**config.mk**
```make
export PLATFORM = sky130hd
export DESIGN_NAME = ror_rank_engine
export DESIGN_NICKNAME = d
export VERILOG_FILES = /design/src/hw/rtl/ror_pkg.sv /design/src/hw/rtl/ror_rank_engine.sv
export SDC_FILE = /design/constraint.sdc
export NUM_CORES = 1
export LEC_CHECK = 0
export BUFFER_PORTS_ARGS = -buffer_cell sky130_fd_sc_hd__buf_2
export CAP_MARGIN = 10
export CORE_MARGIN = 3
export CORE_UTILIZATION = 51
export DETAILED_ROUTE_END_ITERATION = 10
export PLACE_DENSITY = 0.78
export SYNTH_ARGS = -nofsm -noshare
export SYNTH_HDL_FRONTEND = slang
export SYNTH_SLANG_ARGS = --single-unit
```
**constraint.sdc**
```tcl
create_clock -name aclk -period 13.3 [get_ports aclk]
set_input_delay 2.66 -clock aclk [delete_from_list [all_inputs] [get_ports aclk]]
set_output_delay 2.66 -clock aclk [all_outputs]
set_load 0.01 [all_outputs]
```
**src/hw/rtl/ror_pkg.sv**
```systemverilog
// Shared types and constants for the rank-order remap unit.
`timescale 1ns / 1ps
`default_nettype none

package ror_pkg;

    // Field widths of the stream words
    localparam int VALUE_W = 32;
    localparam int POS_W   = 10;
    localparam int RANK_W  = 10;
    localparam int SEQ_W   = 11;
    localparam int OP_W    = 2;

    // Operation codes carried in s_tuser
    localparam logic [OP_W-1:0] OP_WR_REF    = 2'd0;
    localparam logic [OP_W-1:0] OP_WR_SAMPLE = 2'd1;
    localparam logic [OP_W-1:0] OP_READ      = 2'd2;

    // Reset value of the length register
    localparam logic [SEQ_W-1:0] SEQ_LENGTH_RST = 11'd1024;

    // Engine status toward the stream side
    typedef struct packed {
        logic busy;
        logic done;
    } ror_status_t;

    // Finished query result
    typedef struct packed {
        logic [RANK_W-1:0]  rank;
        logic [VALUE_W-1:0] remapped_value;
    } ror_result_t;

endpackage : ror_pkg

`default_nettype wire

```
**src/hw/rtl/ror_rank_engine.sv**
```systemverilog
// Query sequencer: fetches the key, scans the sample RAM for its rank,
// then looks up the reference RAM at that rank.
`timescale 1ns / 1ps
`default_nettype none

module ror_rank_engine
    import ror_pkg::*;
#(
    parameter int DEPTH = 1024
) (
    input  wire logic                       aclk,
    input  wire logic                       aresetn,
    // query start, one cycle
    input  wire logic                       start,
    input  wire logic [$clog2(DEPTH)-1:0]   start_pos,
    input  wire logic [$clog2(DEPTH+1)-1:0] start_len,
    // result taken by the output stage
    input  wire logic                       take,
    // sample RAM read port
    output logic                            samp_re,
    output logic      [$clog2(DEPTH)-1:0]   samp_raddr,
    input  wire logic [VALUE_W-1:0]         samp_rdata,
    // reference RAM read port
    output logic                            ref_re,
    output logic      [$clog2(DEPTH)-1:0]   ref_raddr,
    input  wire logic [VALUE_W-1:0]         ref_rdata,
    // status and result
    output ror_status_t                     status,
    output ror_result_t                     result
);

    localparam int AW = $clog2(DEPTH);
    localparam int LW = $clog2(DEPTH + 1);

    localparam logic [2:0] ST_IDLE = 3'd0;
    localparam logic [2:0] ST_KEY  = 3'd1;
    localparam logic [2:0] ST_SCAN = 3'd2;
    localparam logic [2:0] ST_REF  = 3'd3;
    localparam logic [2:0] ST_DONE = 3'd4;

    logic [2:0]         state_reg, state_next;
    logic               rd_vld_reg, rd_vld_next;
    logic [AW-1:0]      pos_reg, pos_next;
    logic [LW-1:0]      len_reg, len_next;
    logic [VALUE_W-1:0] key_reg, key_next;
    logic [LW-1:0]      cnt_reg, cnt_next;
    logic [AW-1:0]      rd_idx_reg, rd_idx_next;
    logic [AW-1:0]      rank_reg, rank_next;
    ror_result_t        res_reg, res_next;
    logic               below_key;

    // Registered sample read versus the signed key, stable tie rule
    assign below_key = ($signed(samp_rdata) < $signed(key_reg)) ||
                       ((samp_rdata == key_reg) && (rd_idx_reg < pos_reg));

    // Sequencer next state and RAM read addressing
    always_comb begin
        state_next  = state_reg;
        rd_vld_next = rd_vld_reg;
        pos_next    = pos_reg;
        len_next    = len_reg;
        key_next    = key_reg;
        cnt_next    = cnt_reg;
        rd_idx_next = rd_idx_reg;
        rank_next   = rank_reg;
        res_next    = res_reg;
        samp_re     = 1'b0;
        samp_raddr  = '0;
        ref_re      = 1'b0;
        ref_raddr   = rank_reg;
        case (state_reg)
            ST_IDLE: begin
                samp_re    = start;
                samp_raddr = start_pos;
                if (start) begin
                    pos_next   = start_pos;
                    len_next   = start_len;
                    state_next = ST_KEY;
                end
            end
            ST_KEY: begin
                // key arrives; first scan read goes out
                key_next    = samp_rdata;
                samp_re     = 1'b1;
                samp_raddr  = '0;
                cnt_next    = LW'(1);
                rd_vld_next = 1'b1;
                rd_idx_next = '0;
                rank_next   = '0;
                state_next  = ST_SCAN;
            end
            ST_SCAN: begin
                if (rd_vld_reg && below_key) begin
                    rank_next = rank_reg + AW'(1);
                end
                if (cnt_reg < len_reg) begin
                    samp_re     = 1'b1;
                    samp_raddr  = cnt_reg[AW-1:0];
                    rd_vld_next = 1'b1;
                    rd_idx_next = cnt_reg[AW-1:0];
                    cnt_next    = cnt_reg + LW'(1);
                end else begin
                    rd_vld_next = 1'b0;
                end
                // scan drained: rank is final
                if (!rd_vld_reg) begin
                    ref_re     = 1'b1;
                    state_next = ST_REF;
                end
            end
            ST_REF: begin
                res_next.remapped_value = ref_rdata;
                res_next.rank           = RANK_W'(rank_reg);
                state_next              = ST_DONE;
            end
            ST_DONE: begin
                if (take) begin
                    state_next = ST_IDLE;
                end
            end
            default: begin
                state_next = ST_IDLE;
            end
        endcase
    end

    // Control state
    always_ff @(posedge aclk) begin
        if (!aresetn) begin
            state_reg  <= ST_IDLE;
            rd_vld_reg <= 1'b0;
        end else begin
            state_reg  <= state_next;
            rd_vld_reg <= rd_vld_next;
        end
    end

    // Datapath registers
    always_ff @(posedge aclk) begin
        pos_reg    <= pos_next;
        len_reg    <= len_next;
        key_reg    <= key_next;
        cnt_reg    <= cnt_next;
        rd_idx_reg <= rd_idx_next;
        rank_reg   <= rank_next;
        res_reg    <= res_next;
    end

    assign status.busy = (state_reg != ST_IDLE);
    assign status.done = (state_reg == ST_DONE);
    assign result      = res_reg;

    // Rank stays inside the active length
    a_rank_in_len: assert property (@(posedge aclk) disable iff (!aresetn)
        (state_reg == ST_REF) |-> (32'(rank_reg) < 32'(len_reg)))
        else $error("rank reached the active length");

    // A query only starts from idle
    a_start_idle: assert property (@(posedge aclk) disable iff (!aresetn)
        start |-> (state_reg == ST_IDLE))
        else $error("query started while busy");

    // Drained scan hands over to the reference lookup
    a_scan_end: assert property (@(posedge aclk) disable iff (!aresetn)
        (state_reg == ST_SCAN && !rd_vld_reg) |=> (state_reg == ST_REF))
        else $error("scan end not followed by reference lookup");

    // Result is held until taken
    a_done_hold: assert property (@(posedge aclk) disable iff (!aresetn)
        (state_reg == ST_DONE && !take) |=> (state_reg == ST_DONE && $stable(res_reg)))
        else $error("result lost before it was taken");

endmodule : ror_rank_engine

`default_nettype wire

```
* Word level (Yosys, flattened, before mapping)
Index checks and enable logic that the tools add are counted.
Storage, ports and cells: bits in registers 130, logic and storage cells 52, output and inout bits 66
Cells by class: $lt $le $gt $ge 3, equal/unequal tests 10, add/subtract/negate cells 2, reductions and logical operators 10, multiplexer cells 17
Operators by type and width (count):
- $pmux 10 s2 | 3
- $eq 32x32->1 | 1
- $lt 32x32->1 | 1
- $mux 10 | 3
- $pmux 11 s2 | 1
- $pmux 3 s5 | 1
- $add 11x1->11 const B | 1
- $lt 11x11->1 | 1
- $mux 11 | 1
- $add 10x1->10 const B | 1
- $lt 10x10->1 | 1
- $ne 2x2->1 const B | 5
- $mux 3 | 3
- $eq 3x2->1 const B | 2
- $reduce_and 2->1 | 3
- $eq 3x1->1 const B | 1
- $eq 3x3->1 const B | 1
- $logic_not 3->1 | 1
- $mux 1 | 3
- $pmux 1 s3 | 1
- $reduce_and 3->1 | 1
- $reduce_bool 3->1 | 1
- $logic_and 1x1->1 | 2
- $pmux 1 s2 | 1
- other kinds (2) | 2

* Depth between registers and ports, before layout
Gate-level depths: netlist of the first run.
depth after elaboration 6, gate-level depth with buffers 9, depth with buffers taken out 8

* Worst setup path after synthesis of the first run
Ideal clock, no wire load.
path type input-to-output, from in start, to out samp_re, slack 7.177 ns, stages 2, path buffers 0, arrival time 3.463 ns, data required time 10.640 ns, cells stage by stage and2_1 -> or3_1
On the way: word-level cells in the longest chain between the ends 1
RTL lines:
- start: declaration | line ror_rank_engine.sv:14 | input wire logic start,
- $pmux 1 s3 | line ror_rank_engine.sv:71 | case (state_reg)
- end: declaration | line ror_rank_engine.sv:20 | output logic samp_re,
Every way passes these cells.

* Worst setup path after layout of the first run
Same ends and word-level chain as after synthesis.

==> results of run 1 <==
## power by group
| group | switching [W] | internal [W] |
|---|---|---|
| logic | 0.000101 | 0.0000707 |
| clock network | 0.000156 | 0.000290 |
| registers | 0.0000251 | 0.000504 |
| total | 0.000283 | 0.000864 |
## metal layers
layer  vias to the layer above  global-route usage  part of all wire
met1                      1884               0.248              0.42
met5                         -                   0                 0
met4                         0              0.0545            0.0055
li1                       1912                   -                 -
met2                       127               0.332              0.51
met3                         7              0.0584             0.064
## cell families (layout without fill, tap and decap cells)
family          Yosys count  in the layout
compound gates           64             64
buf+inv                  65            245
fa+ha+maj                53             53
flops                   130            130
xor+xnor                 14             14
simple gates            105            105
## synthesized netlist by cell type (all sizes together) (2+ instances only)
cell,count
xor2,8
o211ai,3
nand3,12
xnor2,6
nor3,4
a21oi,22
dfxtp,4
nor2b,6
nand2,23
buf,2
inv,58
and2,12
and3,2
a22o,9
clkbuf,5
ha,53
a21o,4
nor2,24
nand4,9
or3,5
a221oi,3
o21ai,12
nor3b,4
edfxtp,126
## cell usage in the layout, fill, tap and decap left out, types with 4 or more instances in the layout
| master | netlist | final |
|---|---|---|
| buf_2 | 2 | 154 |
| edfxtp_1 | 126 | 126 |
| inv_1 | 58 | 58 |
| ha_1 | 53 | 53 |
| nor2_1 | 24 | 24 |
| nand2_1 | 22 | 22 |
| a21oi_1 | 22 | 22 |
| clkbuf_16 | 0 | 17 |
| nand3_1 | 12 | 12 |
| and2_1 | 12 | 12 |
| o21ai_0 | 10 | 10 |
| a22o_1 | 9 | 9 |
| nand4_1 | 8 | 8 |
| xor2_1 | 8 | 8 |
| nor2b_1 | 6 | 6 |
| xnor2_1 | 6 | 6 |
| or3_1 | 5 | 5 |
| clkbuf_1 | 5 | 5 |
| nor3_1 | 4 | 4 |
| a21o_1 | 4 | 4 |
| dfxtp_1 | 4 | 4 |
## worst paths after layout
path / end
worst max register to register: cnt_reg[9]$_SDFFCE_PP0P_
worst max-delay path: samp_re
worst min register to register: result[41]$_DFFE_PP_
worst min-delay path: result[41]$_DFFE_PP_
## through the flow
step	cells	cell area [um2]	hold slack, ns	utilization
global placement	721	6830	0.499	0.617
global route	751	7390	0.545	0.667
CTS	751	7390	0.515	0.667
floorplan	431	5890	0.524	-
detailed placement	721	6830	0.497	0.617
finish	751	7390	0.513	0.667
## final cells by class
type,count,area [um2]
Clock buffer,22,444
Fill cell,822,3690
Tap cell,140,175
Clock inverter,8,113
Sequential cell,130,3860
Multi-Input combinational cell,236,1780
Inverter,58,218
Timing Repair Buffer,157,793
==> run_results.csv, run 1 <==
group,metric,value,unit
outcome,status,"completed",
place,io_buffers,154,
worst_hold_path,worst_hold_path_type,"reg -> reg",
synth,syn_area,5890,um2
drt,vias_per_cell,5.23,
clocking,cts_buffer_depth,2,
place,place_ws,6.80,ns
timing,finalHoldViolations,0,
critical_path,reg2reg_from,"cnt_reg[9]$_SDFFCE_PP0P_",
synth,synth_top_area_share,0.643,
synth,postSynth.asyncResetShare,0,
synth,syn_avg_cell_area,13.7,um2
job,cap_violations,0,
synth,yosysTopAreaCell,"edfxtp_1",
die,die_w,113,um
synth,synth_edf_count,126,
die,die_y,113,um
place,dp_hpwl,8.76,mm
clocking,postCtsHoldBufs,0,
global_routing,grt_pass1_wl,19.8,mm
global_routing,grtUsageTotal,0.197,
critical_path,critPathKind,"in -> out",
critical_path,reg2regPathDepth,6,
drt,ant_nets,0,
critical_path,cp-start-kind,"input port",
synth,synth.net_count,573,
critical_path,cp_slowest_stage_delay,0.72,ns
synth,ys_ff_latch,130,
timing,timing_worst_slew_pin_value,0.998,ns
synth,synth-simple-area-share,0.0946,
place,globalplace.congestion,0.823,
power_and_ir_drop,pwr_density_cell,155,nW/um2
clocking,clk_pin_slew,0.05,ns
clocking,numClockSinks,130,
critical_path,cp_top_family,"simple AND/OR/NAND/NOR gates",
drt,dr_total_vias,3930,
critical_path,cp_data_required_time,10.64,ns
die,coreArea,11100,um2
synth,yosys.area_share.xor_xnor,0.0208,
clocking,cts_buffers,17,
finish,area_growth,25.5,%
critical_path,startpoint,"start",
critical_path,crit_path_end_kind,"primary output",
synth,synth_top_family_by_area,"adder cells",
worst_hold_path,hold_start,"ref_raddr[9]$_SDFFCE_PP0P_",
critical_path,rrSetupSlack,10.00,ns
synth,yosysWarnings,0,
timing,post-route-min-period,6.46,ns
synth,ys.flop_type,"edfxtp_1",
finish,nNetsFinal,742,
global_routing,antenna_found_initial,0,
finish,n_antenna_cell,0,
clocking,cts-root-buf,"clkbuf_16",
die,ios,155,
clocking,cts_setup_buffers,0,
critical_path,path_depth,4,
timing,relSlewSlack,0.335,
clocking,cts_tree,"yes",
critical_path,arrival,3.80,ns
synth,synthMuxAreaShare,0,
timing,max_freq,0.155,GHz
timing,slew_viol_final,0,
timing,post-route-period-util,0.486,
power_and_ir_drop,total_power,0.00115,W
critical_path,path_common_cell,"buf_2",
synth,synth_compound_area_frac,0.0738,
clocking,h-tree-depth,4,
timing,rsz0062_at_grt,"no",
timing,setup_tns,0,ns
global_routing,overflow,0,
critical_path,critPathBufInv,2,
synth,ys_seq_area_frac,0.656,
critical_path,critPathMaxFanout,22,
timing,finalSetupViolations,0,
critical_path,worstPathCellList,"buf_2, and2_1, or3_1, buf_2",
die,row_count,38,
synth,synthAdderAreaFrac,0.113,
drt,drt-wirelength-per-cell,15.9,um
critical_path,cpMaxStageDelayCell,"and2_1",
finish,drive_gt1_frac,0.309,
die,initial_core_util,0.531,
clocking,cts_resized,0,
drt,drc,0,
clocking,clock_latency,0.40,ns
drt,dr.pass1.iters,4,
finish,largest_register_ffs,42,
synth,yosys.cell_types.count,45,
drt,dr.first_iter.drc_count,225,
power_and_ir_drop,vdd_drop_max,0.0998,mV
timing,fin_ws,6.84,ns
worst_hold_path,holdPathStages,0,
synth,syn_inst,431,
drt,wl,11.9,mm
global_routing,grt_pass1_vias,4100,
die,dieArea,12900,um2
global_routing,grt_start_max_net_pins,44,
power_and_ir_drop,leakage,3.23,nW
timing,finalClockSkew,0.0125,ns
synth,synth_area_leaders,"edfxtp_1 64%, ha_1 11%, inv_1 3.7%",
(Power assumes the default switching activity.)
==> run 2, diff against run 1 <==
CORE_UTILIZATION = 48   (was 51)
PLACE_DENSITY = 0.77   (was 0.78)
clock period = 5.2 ns   (was 13.3 ns; I/O delays follow)
==> run_results.csv, run 2 (same netlist as run 1, synthesis figures left out) <==
group,metric,value,unit
timing,relSlewSlack,0.371,
global_routing,overflow,0,
die,dieArea,13600,um2
critical_path,reg2regPathDepth,6,
finish,final_cell_mix,"154 x buf_2, 126 x edfxtp_1, 58 x inv_1",
die,die_y,117,um
drt,drt-wirelength-per-cell,15.9,um
place,place_ws,1.69,ns
drt,drc,0,
clocking,clk_pin_slew,0.06,ns
clocking,cts_tree,"yes",
clocking,numClockSinks,130,
drt,dr.pass1.iters,4,
finish,largest_register_ffs,42,
power_and_ir_drop,total_power,0.00291,W
global_routing,grt_pass1_vias,3871,
place,dp_hpwl,8.83,mm
finish,nNetsFinal,742,
worst_hold_path,holdPathStages,0,
clocking,cts_setup_buffers,0,
critical_path,r2r_end,"rd_idx_reg[8]$_SDFFCE_PP0P_",
timing,finalClockSkew,0.00491,ns
die,initial_core_util,0.503,
timing,max_freq,0.249,GHz
drt,dr.first_iter.drc_count,173,
timing,setup_tns,0,ns
timing,post-route-period-util,0.772,
drt,vias_per_cell,5.19,
place,io_buffers,154,
critical_path,cp_data_required_time,4.16,ns
place,globalplace.congestion,0.829,
die,row_count,39,
worst_hold_path,hold_path_end,"result[41]$_DFFE_PP_",
finish,n_antenna_cell,0,
power_and_ir_drop,pwr_density_cell,393,nW/um2
power_and_ir_drop,vdd_drop_max,0.260,mV
critical_path,reg2reg_from,"cnt_reg[9]$_SDFFCE_PP0P_",
outcome,status,"completed",
clocking,h-tree-depth,4,
clocking,cts_buffers,17,
finish,fillers,875,
finish,design_area,7390,um2
timing,slew_viol_final,0,
global_routing,antenna_found_initial,0,
drt,wl,12.0,mm
power_and_ir_drop,leakage,3.23,nW
clocking,cts_resized,0,
timing,timing_worst_slew_pin_value,0.943,ns
die,coreArea,11700,um2
finish,area_growth,25.5,%
worst_hold_path,hold_start,"ref_raddr[9]$_SDFFCE_PP0P_",
global_routing,gr-usage-met2,0.283,
timing,fin_ws,1.19,ns
timing,post-route-min-period,4.01,ns
place,dpl_cell_area,6840,um2
clocking,cts_buffer_depth,2,
global_routing,grtUsageTotal,0.176,
global_routing,top_usage_layer,"met2",
critical_path,critPathMaxFanout,6,
worst_hold_path,worst_hold_path_type,"reg -> reg",
critical_path,rrSetupSlack,1.78,ns
job,cap_violations,0,
clocking,postCtsHoldBufs,0,
critical_path,cp-start-kind,"flop",
clocking,cts-root-buf,"clkbuf_16",
die,die_w,117,um
finish,drive_gt1_frac,0.316,
finish,layout_commonest_cell,"buf_2",
timing,rsz0062_at_grt,"no",
critical_path,critPathKind,"reg -> out",
die,ios,155,
global_routing,grt_start_max_net_pins,44,
global_routing,grtUsageMet3,0.0534,
drt,ant_nets,0,
global_routing,grt_util_met1,0.222,
timing,finalHoldViolations,0,
critical_path,arrival,2.97,ns
timing,finalSetupViolations,0,
critical_path,crit_path_end_kind,"primary output",
clocking,clock_latency,0.41,ns
drt,dr_total_vias,3924,
global_routing,grt_pass1_wl,18.2,mm
-- run 2: worst max path at each step --
| stage | from | cells after the start | slack [ns] | end |
|---|---|---|---|---|
| after global placement | samp_rdata[29] | 7 | 1.79 | ref_raddr[8]$_SDFFCE_PP0P_ |
| final | cnt_reg[9]$_SDFFCE_PP0P_ | 7 | 1.19 | samp_raddr[1] |
| after CTS | cnt_reg[9]$_SDFFCE_PP0P_ | 7 | 1.20 | samp_raddr[1] |
| after detailed placement | cnt_reg[8]$_SDFFCE_PP0P_ | 7 | 1.69 | samp_raddr[1] |
| after global routing | cnt_reg[2]$_SDFFCE_PP0P_ | 9 | 1.03 | samp_raddr[1] |
| after floorplan | state_reg[0]$_SDFFE_PN0P_ | 3 | 0.74 | samp_re |
-- run 2: area by class of cell --
class / count / area, um2 / area share
clock buffers: 18 / 429 / 0.0581
clock inverters: 14 / 121 / 0.0164
inverters: 58 / 218 / 0.0295
multi-input cells: 236 / 1780 / 0.241
flip-flops and latches: 130 / 3860 / 0.523
well taps: 143 / 179 / 0.0242
repair buffers: 157 / 793 / 0.107
-- run 2: worst max-delay path, cell delays in order, from the launching register on --
cell and delay (ns):
edfxtp_1 0.46, ha_1 0.33, a21o_1 0.18, a221o_1 0.36, a311oi_1 0.70, buf_4 0.27, a22o_1 0.13, buf_2 0.12
-- run 2: power by group --
group	switching (W)	internal (W)	leakage (nW)
logic	0.000266	0.000182	1.75
clock network	0.000416	0.000691	0.271
registers	0.0000621	0.00129	1.20
total	0.000745	0.00216	3.23
-- run 2: metal layers --
metal | up-vias | routed length, um
met5 | - | 0
met4 | 0 | 294
met3 | 32 | 652
met2 | 117 | 6070
met1 | 1857 | 5000
li1 | 1918 | -
-- run 2: through the flow --
step	std cells	hold slack [ns]	utilization
6_report	756	0.525	0.631
5_1_grt	756	0.544	0.631
4_1_cts	756	0.521	0.631
3_5_place_dp	724	0.506	0.584
3_3_place_gp	724	0.493	0.584
2_1_floorplan	431	0.524	-
